File: config.mk
export PLATFORM = sky130hd
export DESIGN_NAME = cst_queue
export DESIGN_NICKNAME = d
export VERILOG_FILES = /design/src/hw/rtl/cst_pkg.sv /design/src/hw/rtl/cst_queue.sv
export SDC_FILE = /design/constraint.sdc
export NUM_CORES = 1
export LEC_CHECK = 0
export ABC_AREA = 1
export BUFFER_PORTS_ARGS = -buffer_cell sky130_fd_sc_hd__buf_2
export CAP_MARGIN = 30
export CELL_PAD_IN_SITES_DETAIL_PLACEMENT = 1
export CELL_PAD_IN_SITES_GLOBAL_PLACEMENT = 1
export CORE_AREA = 3 3 328 330
export CTS_BUF_LIST = sky130_fd_sc_hd__clkbuf_16
export DETAILED_ROUTE_END_ITERATION = 6
export DIE_AREA = 0 0 331 333
export PLACE_DENSITY = 0.63
export SLEW_MARGIN = 10
export SYNTH_ARGS = -nofsm -noshare
export SYNTH_HDL_FRONTEND = slang
export SYNTH_SLANG_ARGS = --single-unit
File: constraint.sdc
create_clock -name clk -period 26.9 [get_ports clk]
set_input_delay 2.69 -clock clk [delete_from_list [all_inputs] [get_ports clk]]
set_output_delay 2.69 -clock clk [all_outputs]
set_load 0.005 [all_outputs]
File: src/hw/rtl/cst_pkg.sv
// ----------------------------------------------------------------------------
// cst_pkg: shared types and constants of the cubic segment tessellator
// Segment record passed from the front end to the evaluator, register
// indexes and fixed-point constants.
// ----------------------------------------------------------------------------
package cst_pkg;

  localparam int MaxSamples = 64;
  localparam int CountW     = 7;
  localparam int KW         = $clog2(MaxSamples);

  // Configuration register indexes
  localparam logic [1:0] CFG_CURVE_MODE   = 2'd0;
  localparam logic [1:0] CFG_SAMPLE_COUNT = 2'd1;

  // Curve modes
  localparam logic MODE_BSPLINE = 1'b0;
  localparam logic MODE_BEZIER  = 1'b1;

  localparam logic [CountW-1:0] CountReset = 7'd15;

  // ceil(2^22 / 3): exact floor division by 3 for operands below 2^21
  localparam logic [20:0] RECIP3 = 21'd1398102;
  // (2^20 - 1) / 3
  localparam logic [31:0] THIRD_2_20 = 32'd349525;

  typedef logic [3:0][2:0][31:0] ctrl_pts_t;

  typedef struct packed {
    ctrl_pts_t         pts;
    logic              mode;
    logic [16:0]       step_q;  // floor(65536 / count)
    logic [CountW-1:0] step_r;  // 65536 mod count
    logic [CountW-1:0] count;   // clamped sample count, 1..MaxSamples
  } seg_t;

endpackage

File: src/hw/rtl/cst_queue.sv
// ----------------------------------------------------------------------------
// cst_queue: two-entry segment queue
// Decouples segment intake from sample evaluation.
// ----------------------------------------------------------------------------
module cst_queue (
  input  logic           clk,
  input  logic           rst,
  input  logic           push,
  input  cst_pkg::seg_t  push_data,
  output logic           full,
  input  logic           pop,
  output cst_pkg::seg_t  pop_data,
  output logic           nonempty
);

  cst_pkg::seg_t entries [2];
  logic          wr_ptr;
  logic          rd_ptr;
  logic [1:0]    fill;

  assign full     = (fill == 2'd2);
  assign nonempty = (fill != 2'd0);
  assign pop_data = entries[rd_ptr];

  always_ff @(posedge clk) begin
    if (rst) begin
      wr_ptr <= 1'b0;
      rd_ptr <= 1'b0;
      fill   <= '0;
    end else begin
      if (push) begin
        wr_ptr <= !wr_ptr;
      end
      if (pop) begin
        rd_ptr <= !rd_ptr;
      end
      fill <= fill + {1'b0, push} - {1'b0, pop};
    end
  end

  always_ff @(posedge clk) begin
    if (push) begin
      entries[wr_ptr] <= push_data;
    end
  end

  a_no_overflow: assert property (@(posedge clk) disable iff (rst) !(push && full))
    else $error("push into full queue");
  a_no_underflow: assert property (@(posedge clk) disable iff (rst) !(pop && !nonempty))
    else $error("pop from empty queue");
  a_fill_range: assert property (@(posedge clk) disable iff (rst) fill != 2'd3)
    else $error("queue fill out of range");

endmodule

==> impl_metrics.xml <==
<?xml version="1.0" encoding="UTF-8"?>
<metrics>
  <group name="hold_path">
    <metric name="holdCritStartpoint" unit="">rd_ptr</metric>
    <metric name="hold-path-cell-count" unit="">2</metric>
    <metric name="worst_hold_path_class" unit="">flop to flop</metric>
  </group>
  <group name="critical_path">
    <metric name="cp-start-kind" unit="">flop</metric>
    <metric name="timing.reg2reg.setup_slack" unit="ns">23.04</metric>
    <metric name="data_required_time_of_the_critical_path" unit="ns">24.21</metric>
    <metric name="crit_family" unit="">buffers and inverters</metric>
    <metric name="crit_type" unit="">flop to primary output</metric>
    <metric name="critical-path-max-stage-delay" unit="ns">0.93</metric>
    <metric name="crit_path_top_delay_cell" unit="">sky130_fd_sc_hd__dfxtp_4</metric>
    <metric name="timing.critical_path.fanout_max" unit="">63</metric>
    <metric name="arrival" unit="ns">4.60</metric>
    <metric name="rr_endpoint" unit="">entries[1][285]</metric>
    <metric name="critical_path.n_buffers_inverters" unit="">5</metric>
    <metric name="reg2regPathDepth" unit="">6</metric>
    <metric name="critPathCaptureType" unit="">primary output</metric>
    <metric name="crit_path_cell_trace" unit="">buf_4 -&gt; buf_4 -&gt; buf_4 -&gt; buf_16 -&gt; mux2_4 -&gt; buf_2</metric>
    <metric name="critical_path.reg2reg.startpoint" unit="">wr_ptr</metric>
    <metric name="cp_common_cell" unit="">sky130_fd_sc_hd__buf_4</metric>
  </group>
  <group name="global_routing">
    <metric name="first_pass_grt_wire_length" unit="um">112000</metric>
    <metric name="grt_antenna_before_repair" unit="">39</metric>
    <metric name="grt_pass1_vias" unit="">17245</metric>
    <metric name="grt_overall_usage" unit="%">13.6</metric>
    <metric name="grt-ovfl-total" unit="">0</metric>
    <metric name="grt_max_degree" unit="">152</metric>
  </group>
  <group name="placed_design">
    <metric name="finalWeightedCongestion" unit="">0.777</metric>
    <metric name="portBuffers" unit="">837</metric>
    <metric name="placed_cells_incl_taps" unit="">3523</metric>
    <metric name="place.detailed.hpwl" unit="um">56900</metric>
    <metric name="post_placement_setup_slack" unit="ns">20.06</metric>
  </group>
  <group name="cts">
    <metric name="clock_sink_count" unit="">837</metric>
    <metric name="clk-insertion-delay-late" unit="ns">0.65</metric>
    <metric name="cts_resized" unit="">0</metric>
    <metric name="total_setup_buffers_inserted_after_cts" unit="">0</metric>
    <metric name="clockBufferDepth" unit="">3</metric>
    <metric name="htree_levels" unit="">3</metric>
    <metric name="cts_hold_buffers" unit="">0</metric>
    <metric name="cts_buffers" unit="">90</metric>
    <metric name="tritoncts_clock_tree" unit="">done</metric>
    <metric name="ctsRootBufferMaster" unit="">sky130_fd_sc_hd__clkbuf_16</metric>
    <metric name="post_cts_clock_slew_at_the_launch_and_capture_registers_of_the_worst_setup_and_hold_paths" unit="ns">0.06</metric>
  </group>
  <group name="synthesis">
    <metric name="yosysWarnings" unit="">0</metric>
    <metric name="synthesis.instances" unit="">1325</metric>
    <metric name="mappedNetlistNets" unit="">1747</metric>
    <metric name="post_synth_num_cell_types" unit="">17</metric>
    <metric name="synth_area_per_cell" unit="sq um">23.5</metric>
    <metric name="synthesis.area" unit="sq um">31100</metric>
    <metric name="synth_seq_area_share" unit="%">80.6</metric>
    <metric name="yosys_register_bits" unit="">837</metric>
  </group>
  <group name="power_and_ir_drop">
    <metric name="cellLeakagePower" unit="nW">15.1</metric>
    <metric name="powerDensity" unit="nW/um^2">75.1</metric>
    <metric name="peak_supply_drop" unit="uV">56.9</metric>
  </group>
  <group name="floorplan">
    <metric name="start_util" unit="%">29.6</metric>
    <metric name="standard_cell_row_count" unit="">119</metric>
    <metric name="die-area" unit="sq um">110000</metric>
    <metric name="die_width" unit="um">331</metric>
    <metric name="design.core.area" unit="sq um">105000</metric>
    <metric name="die_h" unit="um">333</metric>
    <metric name="number_of_top_level_pins" unit="">838</metric>
  </group>
  <group name="sta">
    <metric name="final_total_negative_setup_slack" unit="ns">0</metric>
    <metric name="final_max_slew_viol_count" unit="">0</metric>
    <metric name="tightestPinTransition" unit="ns">1.30</metric>
    <metric name="report.final.hold_viol_count" unit="">0</metric>
    <metric name="layout_min_cycle_time" unit="ns">7.29</metric>
    <metric name="fmax" unit="MHz">137</metric>
    <metric name="rsz0062_at_grt" unit="">no</metric>
    <metric name="post-route-worst-setup-slack" unit="ns">19.61</metric>
    <metric name="clock_skew_after_layout" unit="ns">0.0190</metric>
    <metric name="relSlewSlack" unit="%">13.3</metric>
    <metric name="final.period_utilization" unit="%">27.1</metric>
    <metric name="finalSetupViolations" unit="">0</metric>
  </group>
  <group name="route">
    <metric name="detail_route.vias_per_cell" unit="">4.27</metric>
    <metric name="detail_route.wl_per_cell" unit="um">21.3</metric>
    <metric name="drtIter0Drc" unit="">829</metric>
    <metric name="wl" unit="um">79200</metric>
    <metric name="ant_nets" unit="">0</metric>
    <metric name="detail_route.drc_violations" unit="">0</metric>
    <metric name="dr_total_vias" unit="">15850</metric>
    <metric name="detail_route.first_pass.iterations" unit="">6</metric>
  </group>
  <group name="layout">
    <metric name="mostFrequentLayoutCells" unit="">sky130_fd_sc_hd__buf_2 (837), sky130_fd_sc_hd__edfxtp_1 (832), sky130_fd_sc_hd__mux2_4 (200), sky130_fd_sc_hd__mux2_2 (176), sky130_fd_sc_hd__clkbuf_16 (91)</metric>
    <metric name="layout-area-overhead-vs-synth" unit="%">27.5</metric>
    <metric name="finalNetCount" unit="">2650</metric>
    <metric name="layout.filler_cells" unit="">10628</metric>
    <metric name="stdcell_count" unit="">3712</metric>
    <metric name="final_common_cell" unit="">sky130_fd_sc_hd__buf_2</metric>
    <metric name="drive_gt1_share" unit="%">58.8</metric>
  </group>
  <group name="job">
    <metric name="max_cap_viol_count" unit="">0</metric>
  </group>
  <group name="outcome">
    <metric name="outcome" unit="">completed</metric>
  </group>
</metrics>
power by group:
part | switching, mW | internal, mW
clock network | 0.495 | 0.651
registers | 0.0201 | 1.51
logic | 0.148 | 0.153
total | 0.664 | 2.32
per-layer routing:
layer  vias up  global-route usage (%)  part of all wire, %
li1       7136                       -                    -
met1      7884                    14.2                   35
met2       649                    24.1                   51
met3       159                    5.95                   11
met4        22                    4.95                  3.2
met5         -                       0                 0.18
layout make-up:
cell class	count	area (sq um)	share of cell area, %
Timing Repair Buffer	857	4460	11.3
Clock inverter	69	462	1.16
Antenna cell	25	62.6	0.158
Clock buffer	91	2280	5.74
Sequential cell	837	25100	63.2
Inverter	8	37.5	0.0946
Tap cell	1391	1740	4.39
Multi-Input combinational cell	434	5540	14.0
cell families after synthesis:
logic type               count (synthesis)  synth area share [%]
AO/OA/AOI/OAI                            1                0.0161
XOR/XNOR                                 1                0.0282
adder cells (fa/ha/maj)                  2                0.0804
buffers and inverters                   54                  1.60
flip-flops                             837                  80.6
multiplexers                           416                  17.5
AND/OR/NAND/NOR                         14                 0.177
how the worst max path moves through the flow:
| stage | end | startpoint | slack [ns] | depth (start not counted) |
|---|---|---|---|---|
| 6_report | pop_data[181] | flop | 19.61 | 6 |
| 5_1_grt | pop_data[181] | flop | 19.26 | 6 |
| 4_1_cts | pop_data[395] | flop | 19.32 | 5 |
| 3_5_place_dp | pop_data[395] | flop | 20.06 | 5 |
| 3_3_place_gp | pop_data[401] | flop | 20.14 | 5 |
| 2_1_floorplan | entries[0][0] | push | 5.59 | 2 |
state kept, by name (all words and copies together), names as in the netlist, named ones only:
register and cells:
fill 2, rd_ptr 1, entries 832, wr_ptr 1
worst register-to-register path, delay by kind of cell, from the launching register on:
| kind | cells | cell delay [ns] |
|---|---|---|
| buf+inv | 5 | 2.86 |
| flops | 1 | 0.39 |
| simple gates | 1 | 0.16 |
through the flow:
stage / utilization, % / instance area (sq um) / total power [mW] / hold WS [ns]
finish: 37.7 / 39700 / 2.98 / 0.529
floorplan: - / 31100 / 1.75 / 0.480
detailed placement: 35.0 / 36800 / 1.87 / 0.517
CTS: 37.6 / 39500 / 3.03 / 0.544
global placement: 34.9 / 36700 / 1.86 / 0.495
global route: 37.7 / 39600 / 3.11 / 0.575
synth_stat cells:
master	n	area (sq um)
sky130_fd_sc_hd__a21oi_1	1	5.00
sky130_fd_sc_hd__buf_2	8	40.0
sky130_fd_sc_hd__buf_4	10	75.1
sky130_fd_sc_hd__buf_6	18	203
sky130_fd_sc_hd__buf_8	10	150
sky130_fd_sc_hd__dfxtp_1	5	100
sky130_fd_sc_hd__edfxtp_1	832	25000
sky130_fd_sc_hd__ha_1	2	25.0
sky130_fd_sc_hd__inv_1	8	30.0
sky130_fd_sc_hd__mux2_1	40	450
sky130_fd_sc_hd__mux2_2	176	1980
sky130_fd_sc_hd__mux2_4	200	3000
sky130_fd_sc_hd__nand2_1	5	18.8
sky130_fd_sc_hd__nand3_1	1	5.00
sky130_fd_sc_hd__nor2_1	7	26.3
sky130_fd_sc_hd__nor3_1	1	5.00
sky130_fd_sc_hd__xnor2_1	1	8.76
Power figures use the tool's default switching activity.
