--- config.mk ---
export PLATFORM = sky130hd
export DESIGN_NAME = cst_front
export DESIGN_NICKNAME = d
export VERILOG_FILES = /design/src/hw/rtl/cst_pkg.sv /design/src/hw/rtl/cst_front.sv
export SDC_FILE = /design/constraint.sdc
export NUM_CORES = 1
export LEC_CHECK = 0
export BUFFER_PORTS_ARGS = -buffer_cell sky130_fd_sc_hd__buf_4
export CAP_MARGIN = 10
export CORE_AREA = 2 2 318 320
export CTS_BUF_LIST = sky130_fd_sc_hd__clkbuf_4 sky130_fd_sc_hd__clkbuf_8
export CTS_CLUSTER_SIZE = 30
export DETAILED_ROUTE_END_ITERATION = 6
export DIE_AREA = 0 0 320 322
export HOLD_SLACK_MARGIN = 0.12
export PLACE_DENSITY = 0.33
export SLEW_MARGIN = 10
export SYNTH_ARGS = -nofsm -noshare
export SYNTH_HDL_FRONTEND = slang
export SYNTH_SLANG_ARGS = --single-unit
--- constraint.sdc ---
create_clock -name clk -period 23.5 [get_ports clk]
set_input_delay 2.35 -clock clk [delete_from_list [all_inputs] [get_ports clk]]
set_output_delay 2.35 -clock clk [all_outputs]
set_load 0.1 [all_outputs]
--- src/hw/rtl/cst_pkg.sv ---
// ----------------------------------------------------------------------------
// cst_pkg: shared types and constants of the cubic segment tessellator
// Segment record passed from the front end to the evaluator, register
// indexes and fixed-point constants.
// ----------------------------------------------------------------------------
package cst_pkg;

  localparam int MaxSamples = 64;
  localparam int CountW     = 7;
  localparam int KW         = $clog2(MaxSamples);

  // Configuration register indexes
  localparam logic [1:0] CFG_CURVE_MODE   = 2'd0;
  localparam logic [1:0] CFG_SAMPLE_COUNT = 2'd1;

  // Curve modes
  localparam logic MODE_BSPLINE = 1'b0;
  localparam logic MODE_BEZIER  = 1'b1;

  localparam logic [CountW-1:0] CountReset = 7'd15;

  // ceil(2^22 / 3): exact floor division by 3 for operands below 2^21
  localparam logic [20:0] RECIP3 = 21'd1398102;
  // (2^20 - 1) / 3
  localparam logic [31:0] THIRD_2_20 = 32'd349525;

  typedef logic [3:0][2:0][31:0] ctrl_pts_t;

  typedef struct packed {
    ctrl_pts_t         pts;
    logic              mode;
    logic [16:0]       step_q;  // floor(65536 / count)
    logic [CountW-1:0] step_r;  // 65536 mod count
    logic [CountW-1:0] count;   // clamped sample count, 1..MaxSamples
  } seg_t;

endpackage

--- src/hw/rtl/cst_front.sv ---
// ----------------------------------------------------------------------------
// cst_front: segment intake
// Takes one segment, clamps the sample count and derives the parameter
// step 65536 / count with a two-bit-per-cycle restoring divider.
// ----------------------------------------------------------------------------
module cst_front (
  input  logic                      clk,
  input  logic                      rst,
  input  logic                      in_valid,
  output logic                      in_stall,
  input  cst_pkg::ctrl_pts_t        pts,
  input  logic                      mode,
  input  logic [cst_pkg::CountW-1:0] count_cfg,
  output logic                      push,
  output cst_pkg::seg_t             push_data,
  input  logic                      full
);

  typedef enum logic [2:0] {
    F_IDLE = 3'b001,
    F_DIV  = 3'b010,
    F_PUSH = 3'b100
  } front_state_t;

  front_state_t state, state_next;

  logic [17:0]                 dividend;
  logic [6:0]                  rem;
  logic [17:0]                 quo;
  logic [3:0]                  step_cnt;
  logic [cst_pkg::CountW-1:0]  count_clamped;
  logic [6:0]                  rem_next;
  logic [1:0]                  qbits;
  logic [7:0]                  r1;
  logic [7:0]                  r2;
  logic [7:0]                  cnt_ext;
  logic                        accept;
  cst_pkg::ctrl_pts_t          seg_pts;
  logic                        seg_mode;
  logic [cst_pkg::CountW-1:0]  seg_count;

  assign in_stall = (state != F_IDLE);
  assign accept   = in_valid && (state == F_IDLE);
  assign push     = (state == F_PUSH) && !full;

  always_comb begin
    if (count_cfg == '0) begin
      count_clamped = 7'd1;
    end else if (count_cfg > 7'(cst_pkg::MaxSamples)) begin
      count_clamped = 7'(cst_pkg::MaxSamples);
    end else begin
      count_clamped = count_cfg;
    end
  end

  // two restoring steps per cycle
  always_comb begin
    cnt_ext = {1'b0, seg_count};
    r1 = {rem, dividend[17]};
    qbits[1] = (r1 >= cnt_ext);
    if (qbits[1]) begin
      r1 = r1 - cnt_ext;
    end
    r2 = {r1[6:0], dividend[16]};
    qbits[0] = (r2 >= cnt_ext);
    if (qbits[0]) begin
      r2 = r2 - cnt_ext;
    end
    rem_next = r2[6:0];
  end

  always_comb begin
    state_next = state;
    case (state)
      F_IDLE: begin
        if (in_valid) begin
          state_next = F_DIV;
        end
      end
      F_DIV: begin
        if (step_cnt == 4'd8) begin
          state_next = F_PUSH;
        end
      end
      F_PUSH: begin
        if (!full) begin
          state_next = F_IDLE;
        end
      end
      default: state_next = F_IDLE;
    endcase
  end

  always_ff @(posedge clk) begin
    if (rst) begin
      state <= F_IDLE;
    end else begin
      state <= state_next;
    end
  end

  always_ff @(posedge clk) begin
    if (accept) begin
      seg_pts   <= pts;
      seg_mode  <= mode;
      seg_count <= count_clamped;
      dividend  <= 18'h10000;
      rem       <= '0;
      quo       <= '0;
      step_cnt  <= '0;
    end else if (state == F_DIV) begin
      dividend <= {dividend[15:0], 2'b00};
      rem      <= rem_next;
      quo      <= {quo[15:0], qbits};
      step_cnt <= step_cnt + 4'd1;
    end
  end

  assign push_data = {seg_pts, seg_mode, quo[16:0], rem, seg_count};

endmodule

==> results of run 1 <==
## cells by family after synthesis
kind of cell	Yosys count	synth area share
DFF	424	0.895
AOI/OAI and AO/OA	62	0.0301
buffers and inverters	32	0.0100
and+or+nand+nor	104	0.0364
adders and majority gates	18	0.0173
xor gates and xnor gates	9	0.00569
muxes	7	0.00532
## final cells by class
cell class              count  area (um^2)
flip-flops and latches    424        12400
well taps                1298         1620
clock buffers             118         1420
inverters                  17         63.8
repair buffers            820         6160
fillers                 10500        76300
multi-input cells         200         1320
diodes                      3         7.51
clock inverters            32          275
## worst paths after layout
| kind | from | to | slack (ns) | cells past startpoint |
|---|---|---|---|---|
| worst max-delay path | in_valid | push_data[245]$_DFFE_PP_ | 18.11 | 5 |
| worst min-delay path | dividend[16]$_SDFFE_PP1P_ | dividend[16]$_SDFFE_PP1P_ | 0.45 | 1 |
| worst max register to register | state[2]$_SDFFE_PP0P_ | push_data[245]$_DFFE_PP_ | 19.27 | 5 |
| worst min register to register | dividend[16]$_SDFFE_PP1P_ | dividend[16]$_SDFFE_PP1P_ | 0.45 | 1 |
## placed cells by master, fill, tap and decap left out, types with 3 or more instances in the layout
cell,synthesis,routed
o21a_1,4,4
nand2_1,40,40
xnor2_1,4,4
nor3b_1,4,4
ha_1,16,16
a21oi_1,25,25
xor2_1,5,5
o21ai_0,4,4
bufinv_16,0,4
a21oi_2,3,3
inv_1,17,17
clkbuf_8,0,85
clkbuf_4,0,33
edfxtp_1,392,392
a31oi_1,4,4
nand3_1,6,6
nor2_1,22,21
nand2b_1,3,3
nor2b_1,7,7
clkinv_1,0,19
diode_2,0,3
a211oi_1,5,5
inv_8,0,3
nand3b_1,3,3
dfxtp_1,32,32
mux2_2,3,3
nor3_1,6,6
buf_4,1,820
mux2i_1,4,4
## critical path, stage by stage
cell    delay [ns]
buf_4         0.09
and3_4        0.78
buf_4         0.73
buf_4         0.74
buf_4         0.82
## flip-flops by register name, summed over array words and instances, names as in the netlist
signal     flops
push_data    384
seg_count      7
rem            7
state          3
dividend       1
step_cnt       4
seg_mode       1
quo           17
## metal layers
layer	part of all wire	vias up	global-route usage
met4	0.026	8	0.0359
met3	0.092	92	0.0455
met5	0.0011	-	0
met1	0.33	4522	0.0956
li1	-	4331	-
met2	0.55	445	0.188
## power groups by stage
stage               combinational, mW  clock, mW  sequential, mW
floorplan                      0.0623          0            1.28
global placement                0.559          0           0.919
detailed placement              0.558          0           0.920
CTS                             0.559      0.817           0.905
global route                    0.570      0.845           0.909
finish                          0.552      0.771           0.904
==> flow_summary.toml, run 1 <==
[outcome]
status = "finished clean"

[finish]
nNetsFinal = 1959
drive_above_1_share = 0.599
postLayoutCellArea_um2 = 23300
areaGrowthSynthToFinish_pct = 67.9
layoutNonFillerInstCount = 2912
post-route-util = 0.234

[cts]
tritoncts = "done"
cts_buffers = 82
htree_levels = 3
clock_latency_ns = 0.68
clk_pin_slew_ns = 0.05
clockBufferDepth = 3
root_buffer = "clkbuf_8"
cts_resized = 0
cts_setup_buffers = 0
cts_hold_buf = 0
clock_sinks = 424

[worst_hold_path]
hold_class = "flip-flop to flip-flop"

[synthesis]
syn_nets = 1070
synth_area_per_cell_um2 = 21.1
ys_seq_area_frac = 0.895
synth-main-ff-cell = "edfxtp_1"
ys_warn_count = 0
synth_cells = 656
syn_area_um2 = 13900
synth_top_area_frac = 0.849
synthTopCellsByArea = "edfxtp_1 85%, dfxtp_1 4.6%, ha_1 1.4%, nand2_1 1.1%, a21oi_1 0.90%"
synth-seq-cells = 424
netlist_top_cells_count = "392 x edfxtp_1, 40 x nand2_1, 32 x dfxtp_1"
synth_top_area_cell = "edfxtp_1"
synth_edf_count = 392
yosysMostFrequentCell = "edfxtp_1"
synthArstFlopShare = 0
synth.distinct_cells = 50

[placed_design]
dpl.hpwl_um = 41900
gp_congestion = 0.764
port_buffers = 813
dpl-instance-area_um2 = 21600
dp_slack_ns = 17.27
placed_cells = 2759

[worst_setup_path]
worstPathRequired_ns = 23.80
worst-path-max-fanout = 69
endpoint_kind = "flip-flop"
arrival_ns = 5.69
start_kind = "primary input"
path_class = "primary input to flip-flop"

[route]
dr_total_vias = 9398
antenna_left = 0
viasPerCell = 3.23
drt_iter0_markers = 418
wirelength_um = 54800
routedWlPerCell_um = 18.8
first_pass_iters = 5
drc_errors = 0

[power]
peakVddDrop_mv = 0.0438
seqPwrFrac = 0.406
clkPwrFrac = 0.346
p_leak_nw = 9.39
power.switching_mw = 0.785
cellInternalPower_mw = 1.44
power_density_nw_per_um2 = 95.7
swShare = 0.352
power_mw = 2.23
combPwrFrac = 0.248

[sta]
finalSetupTns_ns = 0
finalCritPeriodShare = 0.229
fin_crit_ns = 5.39
finalClockSkew_ns = 0.0189
fin_ws_ns = 18.11
slew_viol_final = 0
worst_pin_slew_ns = 0.946
max_freq_mhz = 186
hold_violations = 0
setup_viol = 0
hold_slack_ns = 0.448
rsz0062_at_grt = "false"
max-slew-margin-rel = 0.369

[global_route]
antenna_found_initial = 7
grt_pass1_vias = 9993
grt_util_all_layers = 0.100
grt_max_degree = 70
grt_pass1_wl_um = 73200
grt_overflow_total = 0

[die]
start_util = 0.139
num_rows = 116
pin_count = 814
die-area_um2 = 103000
chipWidth_um = 320
chipHeight_um = 322
core_area_um2 = 99600

[flow_run]
cap_violations = 0
(Power assumes the default switching activity.)
==> run 2, diff against run 1 <==
PLACE_DENSITY = 0.34   (was 0.33)
clock period = 4.5 ns   (was 23.5 ns; I/O delays follow)
==> run 2 against run 1 <==
Net effect: clock skew rose by 0.017 ns; combinational power rose to 5.8 times the previous value; global-route usage rose by 0.81 points; worst hold slack got worse by 0.15 ns; final area rose by 17%; sequential share of layout area fell by 7.9 points; power rose to 5.3 times the previous value; sequential power rose to 5.2 times the previous value; via count rose by 17%; first-iteration DRC count rose by 5.7%; register-to-register slack got worse by 19 ns; clock power rose to 5.1 times the previous value; largest power group unchanged.
==> flow_summary.toml, run 2 (synthesized netlist as in run 1, its figures left out) <==
[finish]
final_common_cell = "buf_4"
nNetsFinal = 2360
areaGrowthSynthToFinish_pct = 96.9
layoutNonFillerInstCount = 3317
largest_reg_flops = 384
fillers = 10300
drive_above_1_share = 0.483
layout_common_cells = "820 x buf_4, 394 x dlygate4sd3_1, 392 x edfxtp_1"

[placed_design]
placed_cells = 2764
gp_congestion = 0.752
dpl.hpwl_um = 43800
port_buffers = 813
dp_slack_ns = 0.352

[cts]
htree_levels = 3
cts_setup_buffers = 0
tritoncts = "done"
clk_pin_slew_ns = 0.06
cts_buffers = 84
clock_sinks = 424
cts_resized = 0
clockBufferDepth = 3
root_buffer = "clkbuf_8"
clock_latency_ns = 0.67

[die]
chipHeight_um = 322
pin_count = 814
num_rows = 116
die-area_um2 = 103000
core_area_um2 = 99600
chipWidth_um = 320
start_util = 0.139

[worst_setup_path]
crit_family = "compound AO/OA/AOI/OAI gates"
max_stage_delay_ns = 0.54
worst-path-max-fanout = 10
rrSetupSlack_ns = 0.36
path_class = "flip-flop to flip-flop"
crit_chain = "inv_1 > fa_1 > o211ai_1 > a21oi_2 > or2_1 > mux2_2 > ha_1 > nand3_1 > a31oi_1 > or3_4 > a211oi_4 > o22ai_1 > a311oi_1"
path_buf_inv = 1
slowest_stage = "a211oi_4"
start_kind = "flip-flop"
worstPathRequired_ns = 5.08
endpoint_kind = "flip-flop"
arrival_ns = 4.72

[global_route]
grt_overflow_total = 0
grt_util_all_layers = 0.108
grt_pass1_wl_um = 81000
grt_max_degree = 89
antenna_found_initial = 11
grt_pass1_vias = 12100

[route]
dr_total_vias = 11000
drt_iter0_markers = 442
antenna_left = 0
drc_errors = 0
wirelength_um = 58300
routedWlPerCell_um = 17.6
viasPerCell = 3.31
first_pass_iters = 4

[sta]
max-slew-margin-rel = 0.416
setup_viol = 0
finalCritPeriodShare = 0.921
hold_violations = 0
fin_crit_ns = 4.14
finalSetupTns_ns = 0
max_freq_mhz = 241
slew_viol_final = 0
fin_ws_ns = 0.358
hold_slack_ns = 0.300
worst_pin_slew_ns = 0.876
rsz0062_at_grt = "false"
finalClockSkew_ns = 0.0363

[power]
power_density_nw_per_um2 = 434
peakVddDrop_mv = 0.201
p_leak_nw = 11.1

[worst_hold_path]
hold_class = "primary input to flip-flop"

[flow_run]
cap_violations = 0

[outcome]
status = "finished clean"
==> run 2: worst paths after layout <==
path	from	endpoint	cells after the start
max	seg_count[0]$_SDFFCE_PP1P_	rem[1]$_SDFFE_PP0P_	13
min	in_valid	state[0]$_SDFFE_PP1P_	5
max reg2reg	seg_count[0]$_SDFFCE_PP1P_	rem[1]$_SDFFE_PP0P_	13
min reg2reg	dividend[16]$_SDFFE_PP1P_	dividend[16]$_SDFFE_PP1P_	1
==> run 2: power by group <==
part / switching, mW / internal [mW] / leakage (nW)
Sequential: 0.0864 / 4.63 / 3.99
Combinational: 2.35 / 0.866 / 6.20
Clock: 1.73 / 2.19 / 0.878
==> run 2: cell type report <==
class / count / area (um^2) / share of cell area
inverter: 17 / 63.8 / 0.00234
antenna: 8 / 20.0 / 0.000733
timing repair buffer: 1219 / 10200 / 0.374
multi-input combinational: 200 / 1320 / 0.0484
clock buffer: 120 / 1460 / 0.0534
tap: 1298 / 1620 / 0.0595
sequential: 424 / 12400 / 0.455
clock inverter: 31 / 203 / 0.00742
==> run 2: worst reg2reg max path, cell delays in order, from the launching register on <==
cell and delay, ns:
edfxtp_1 0.43, inv_1 0.12, fa_1 0.50, o211ai_1 0.26, a21oi_2 0.13, or2_1 0.36, mux2_2 0.34, ha_1 0.35
nand3_1 0.14, a31oi_1 0.10, or3_4 0.36, a211oi_4 0.54, o22ai_1 0.18, a311oi_1 0.26
==> run 2: repair_timing <==
item | CTS | global route
endpoints found under the setup margin | 0 | 0
endpoints found under the hold margin | 395 | 0
hold buffers | 394 | 0
==> run 2: routing by layer <==
metal,track usage,share of wire
met5,0,0.00046
met4,0.0386,0.029
met3,0.0450,0.083
met2,0.194,0.53
met1,0.113,0.36
==> run 2: per-stage QoR <==
stage	area [um^2]	utilization	power, mW
4_1_cts	27300	0.274	12.1
3_3_place_gp	21700	0.218	7.75
6_report	27300	0.274	11.9
3_5_place_dp	21700	0.218	7.75
5_1_grt	27300	0.274	12.4
2_1_floorplan	13900	-	6.92
==> run 3, diff against run 2 <==
REMOVE_ABC_BUFFERS = 1   (was unset)
==> run 3 against run 2 <==
Net effect: count of clock-buffer cells in the layout is the same; global-route usage fell by 0.076 points; critical path type unchanged; core utilization grew 0.091 points; combinational power barely moved; worst hold slack got worse by 0.0099 ns; critical path depth stayed put; routed wire length up 0.16%; register-to-register slack better by 0.02 ns; setup slack gained 0.024 ns; via count is 0.96% higher; largest power group unchanged; maximum frequency up 0.57%.
==> flow_summary.toml, run 3 (synthesized netlist as in run 1, its figures left out) <==
[sta]
worst_pin_slew_ns = 0.884
max_freq_mhz = 243
finalSetupTns_ns = 0
slew_viol_final = 0
hold_violations = 0
hold_slack_ns = 0.291
fin_crit_ns = 4.12
max-slew-margin-rel = 0.410
rsz0062_at_grt = "false"
setup_viol = 0
finalClockSkew_ns = 0.0217
finalCritPeriodShare = 0.915
fin_ws_ns = 0.381

[cts]
clockBufferDepth = 3
root_buffer = "clkbuf_8"
cts_setup_buffers = 0
clock_latency_ns = 0.69
htree_levels = 3
cts_resized = 0
cts_buffers = 85
clk_pin_slew_ns = 0.06
cts_hold_buf = 395
clock_sinks = 424
tritoncts = "done"

[die]
pin_count = 814
die-area_um2 = 103000
num_rows = 116
chipHeight_um = 322
chipWidth_um = 320
core_area_um2 = 99600
start_util = 0.139

[worst_setup_path]
worst-path-max-fanout = 10
worstPathRequired_ns = 5.10
path_class = "flip-flop to flip-flop"
crit_chain = "inv_1 > fa_1 > o211ai_1 > a21oi_2 > or2_1 > mux2_2 > ha_1 > nand3_1 > a31oi_1 > or3_4 > a211oi_4 > o22ai_1 > a311oi_1"
slowest_stage = "a211oi_4"
endpoint_kind = "flip-flop"
max_stage_delay_ns = 0.55
start_kind = "flip-flop"
arrival_ns = 4.72

[route]
viasPerCell = 3.35
routedWlPerCell_um = 17.6
dr_total_vias = 11100
drc_errors = 0
antenna_left = 0
first_pass_iters = 4
wirelength_um = 58400
drt_iter0_markers = 413

[global_route]
grt_max_degree = 75
grt_util_all_layers = 0.108
grt_overflow_total = 0
grt_pass1_wl_um = 80500
antenna_found_initial = 10
grt_pass1_vias = 12100

[power]
power_density_nw_per_um2 = 442
p_leak_nw = 11.1
peakVddDrop_mv = 0.216
power_mw = 12.1

[finish]
drive_above_1_share = 0.485
nNetsFinal = 2361
final_common_cell = "buf_4"
fillers = 10300
layoutNonFillerInstCount = 3312
areaGrowthSynthToFinish_pct = 97.6
largest_reg_flops = 384
layout_common_cells = "819 x buf_4, 395 x dlygate4sd3_1, 392 x edfxtp_1"

[placed_design]
placed_cells = 2763
port_buffers = 813
dp_slack_ns = 0.370
gp_congestion = 0.763
dpl.hpwl_um = 44000

[flow_run]
cap_violations = 0

[worst_hold_path]
hold_class = "primary input to flip-flop"

[outcome]
status = "finished clean"
[run 3: area by class of cell]
class                      count  area, um^2  share of cell area
tap                         1298        1620              0.0593
timing repair buffer        1219       10200               0.372
clock buffer                 120        1450              0.0528
antenna                        4        10.0            0.000365
clock inverter                30         313              0.0114
sequential                   424       12400               0.453
inverter                      17        63.8             0.00233
multi-input combinational    200        1320              0.0482
[run 3: where the power goes]
part / leakage, nW / switching [mW] / total, mW / internal [mW]
registers: 3.99 / 0.0937 / 4.73 / 4.63
clock network: 0.918 / 1.81 / 4.18 / 2.37
logic: 6.20 / 2.34 / 3.21 / 0.866
total: 11.1 / 4.25 / 12.1 / 7.87
[run 3: through the flow]
stage           util  area (um^2)
3_5_place_dp   0.218        21700
4_1_cts        0.275        27400
6_report       0.275        27400
3_3_place_gp   0.218        21700
5_1_grt        0.275        27400
2_1_floorplan      -        13800
[run 3: path summary, 6_finish.rpt]
check | from | endpoint | slack [ns] | depth (start not counted)
min | in_valid | state[0]$_SDFFE_PP1P_ | 0.29 | 5
max | seg_count[0]$_SDFFCE_PP1P_ | rem[1]$_SDFFE_PP0P_ | 0.38 | 13
max reg2reg | seg_count[0]$_SDFFCE_PP1P_ | rem[1]$_SDFFE_PP0P_ | 0.38 | 13
min reg2reg | dividend[16]$_SDFFE_PP1P_ | dividend[16]$_SDFFE_PP1P_ | 0.46 | 1
[run 3: metal layers]
layer	global-route usage	vias to the layer above	wire (um)
li1	-	5148	-
met1	0.114	5336	21300
met2	0.194	486	30700
met3	0.0390	109	4780
met4	0.0423	8	1610
met5	0	-	57
[run 3: critical path: cells and delay by family, from the launching register on]
| family | cells | cell delay [ns] |
|---|---|---|
| flops | 1 | 0.44 |
| mux | 1 | 0.33 |
| compound gates | 6 | 1.45 |
| simple gates | 3 | 0.83 |
| buf+inv | 1 | 0.12 |
| fa+ha+maj | 2 | 0.84 |
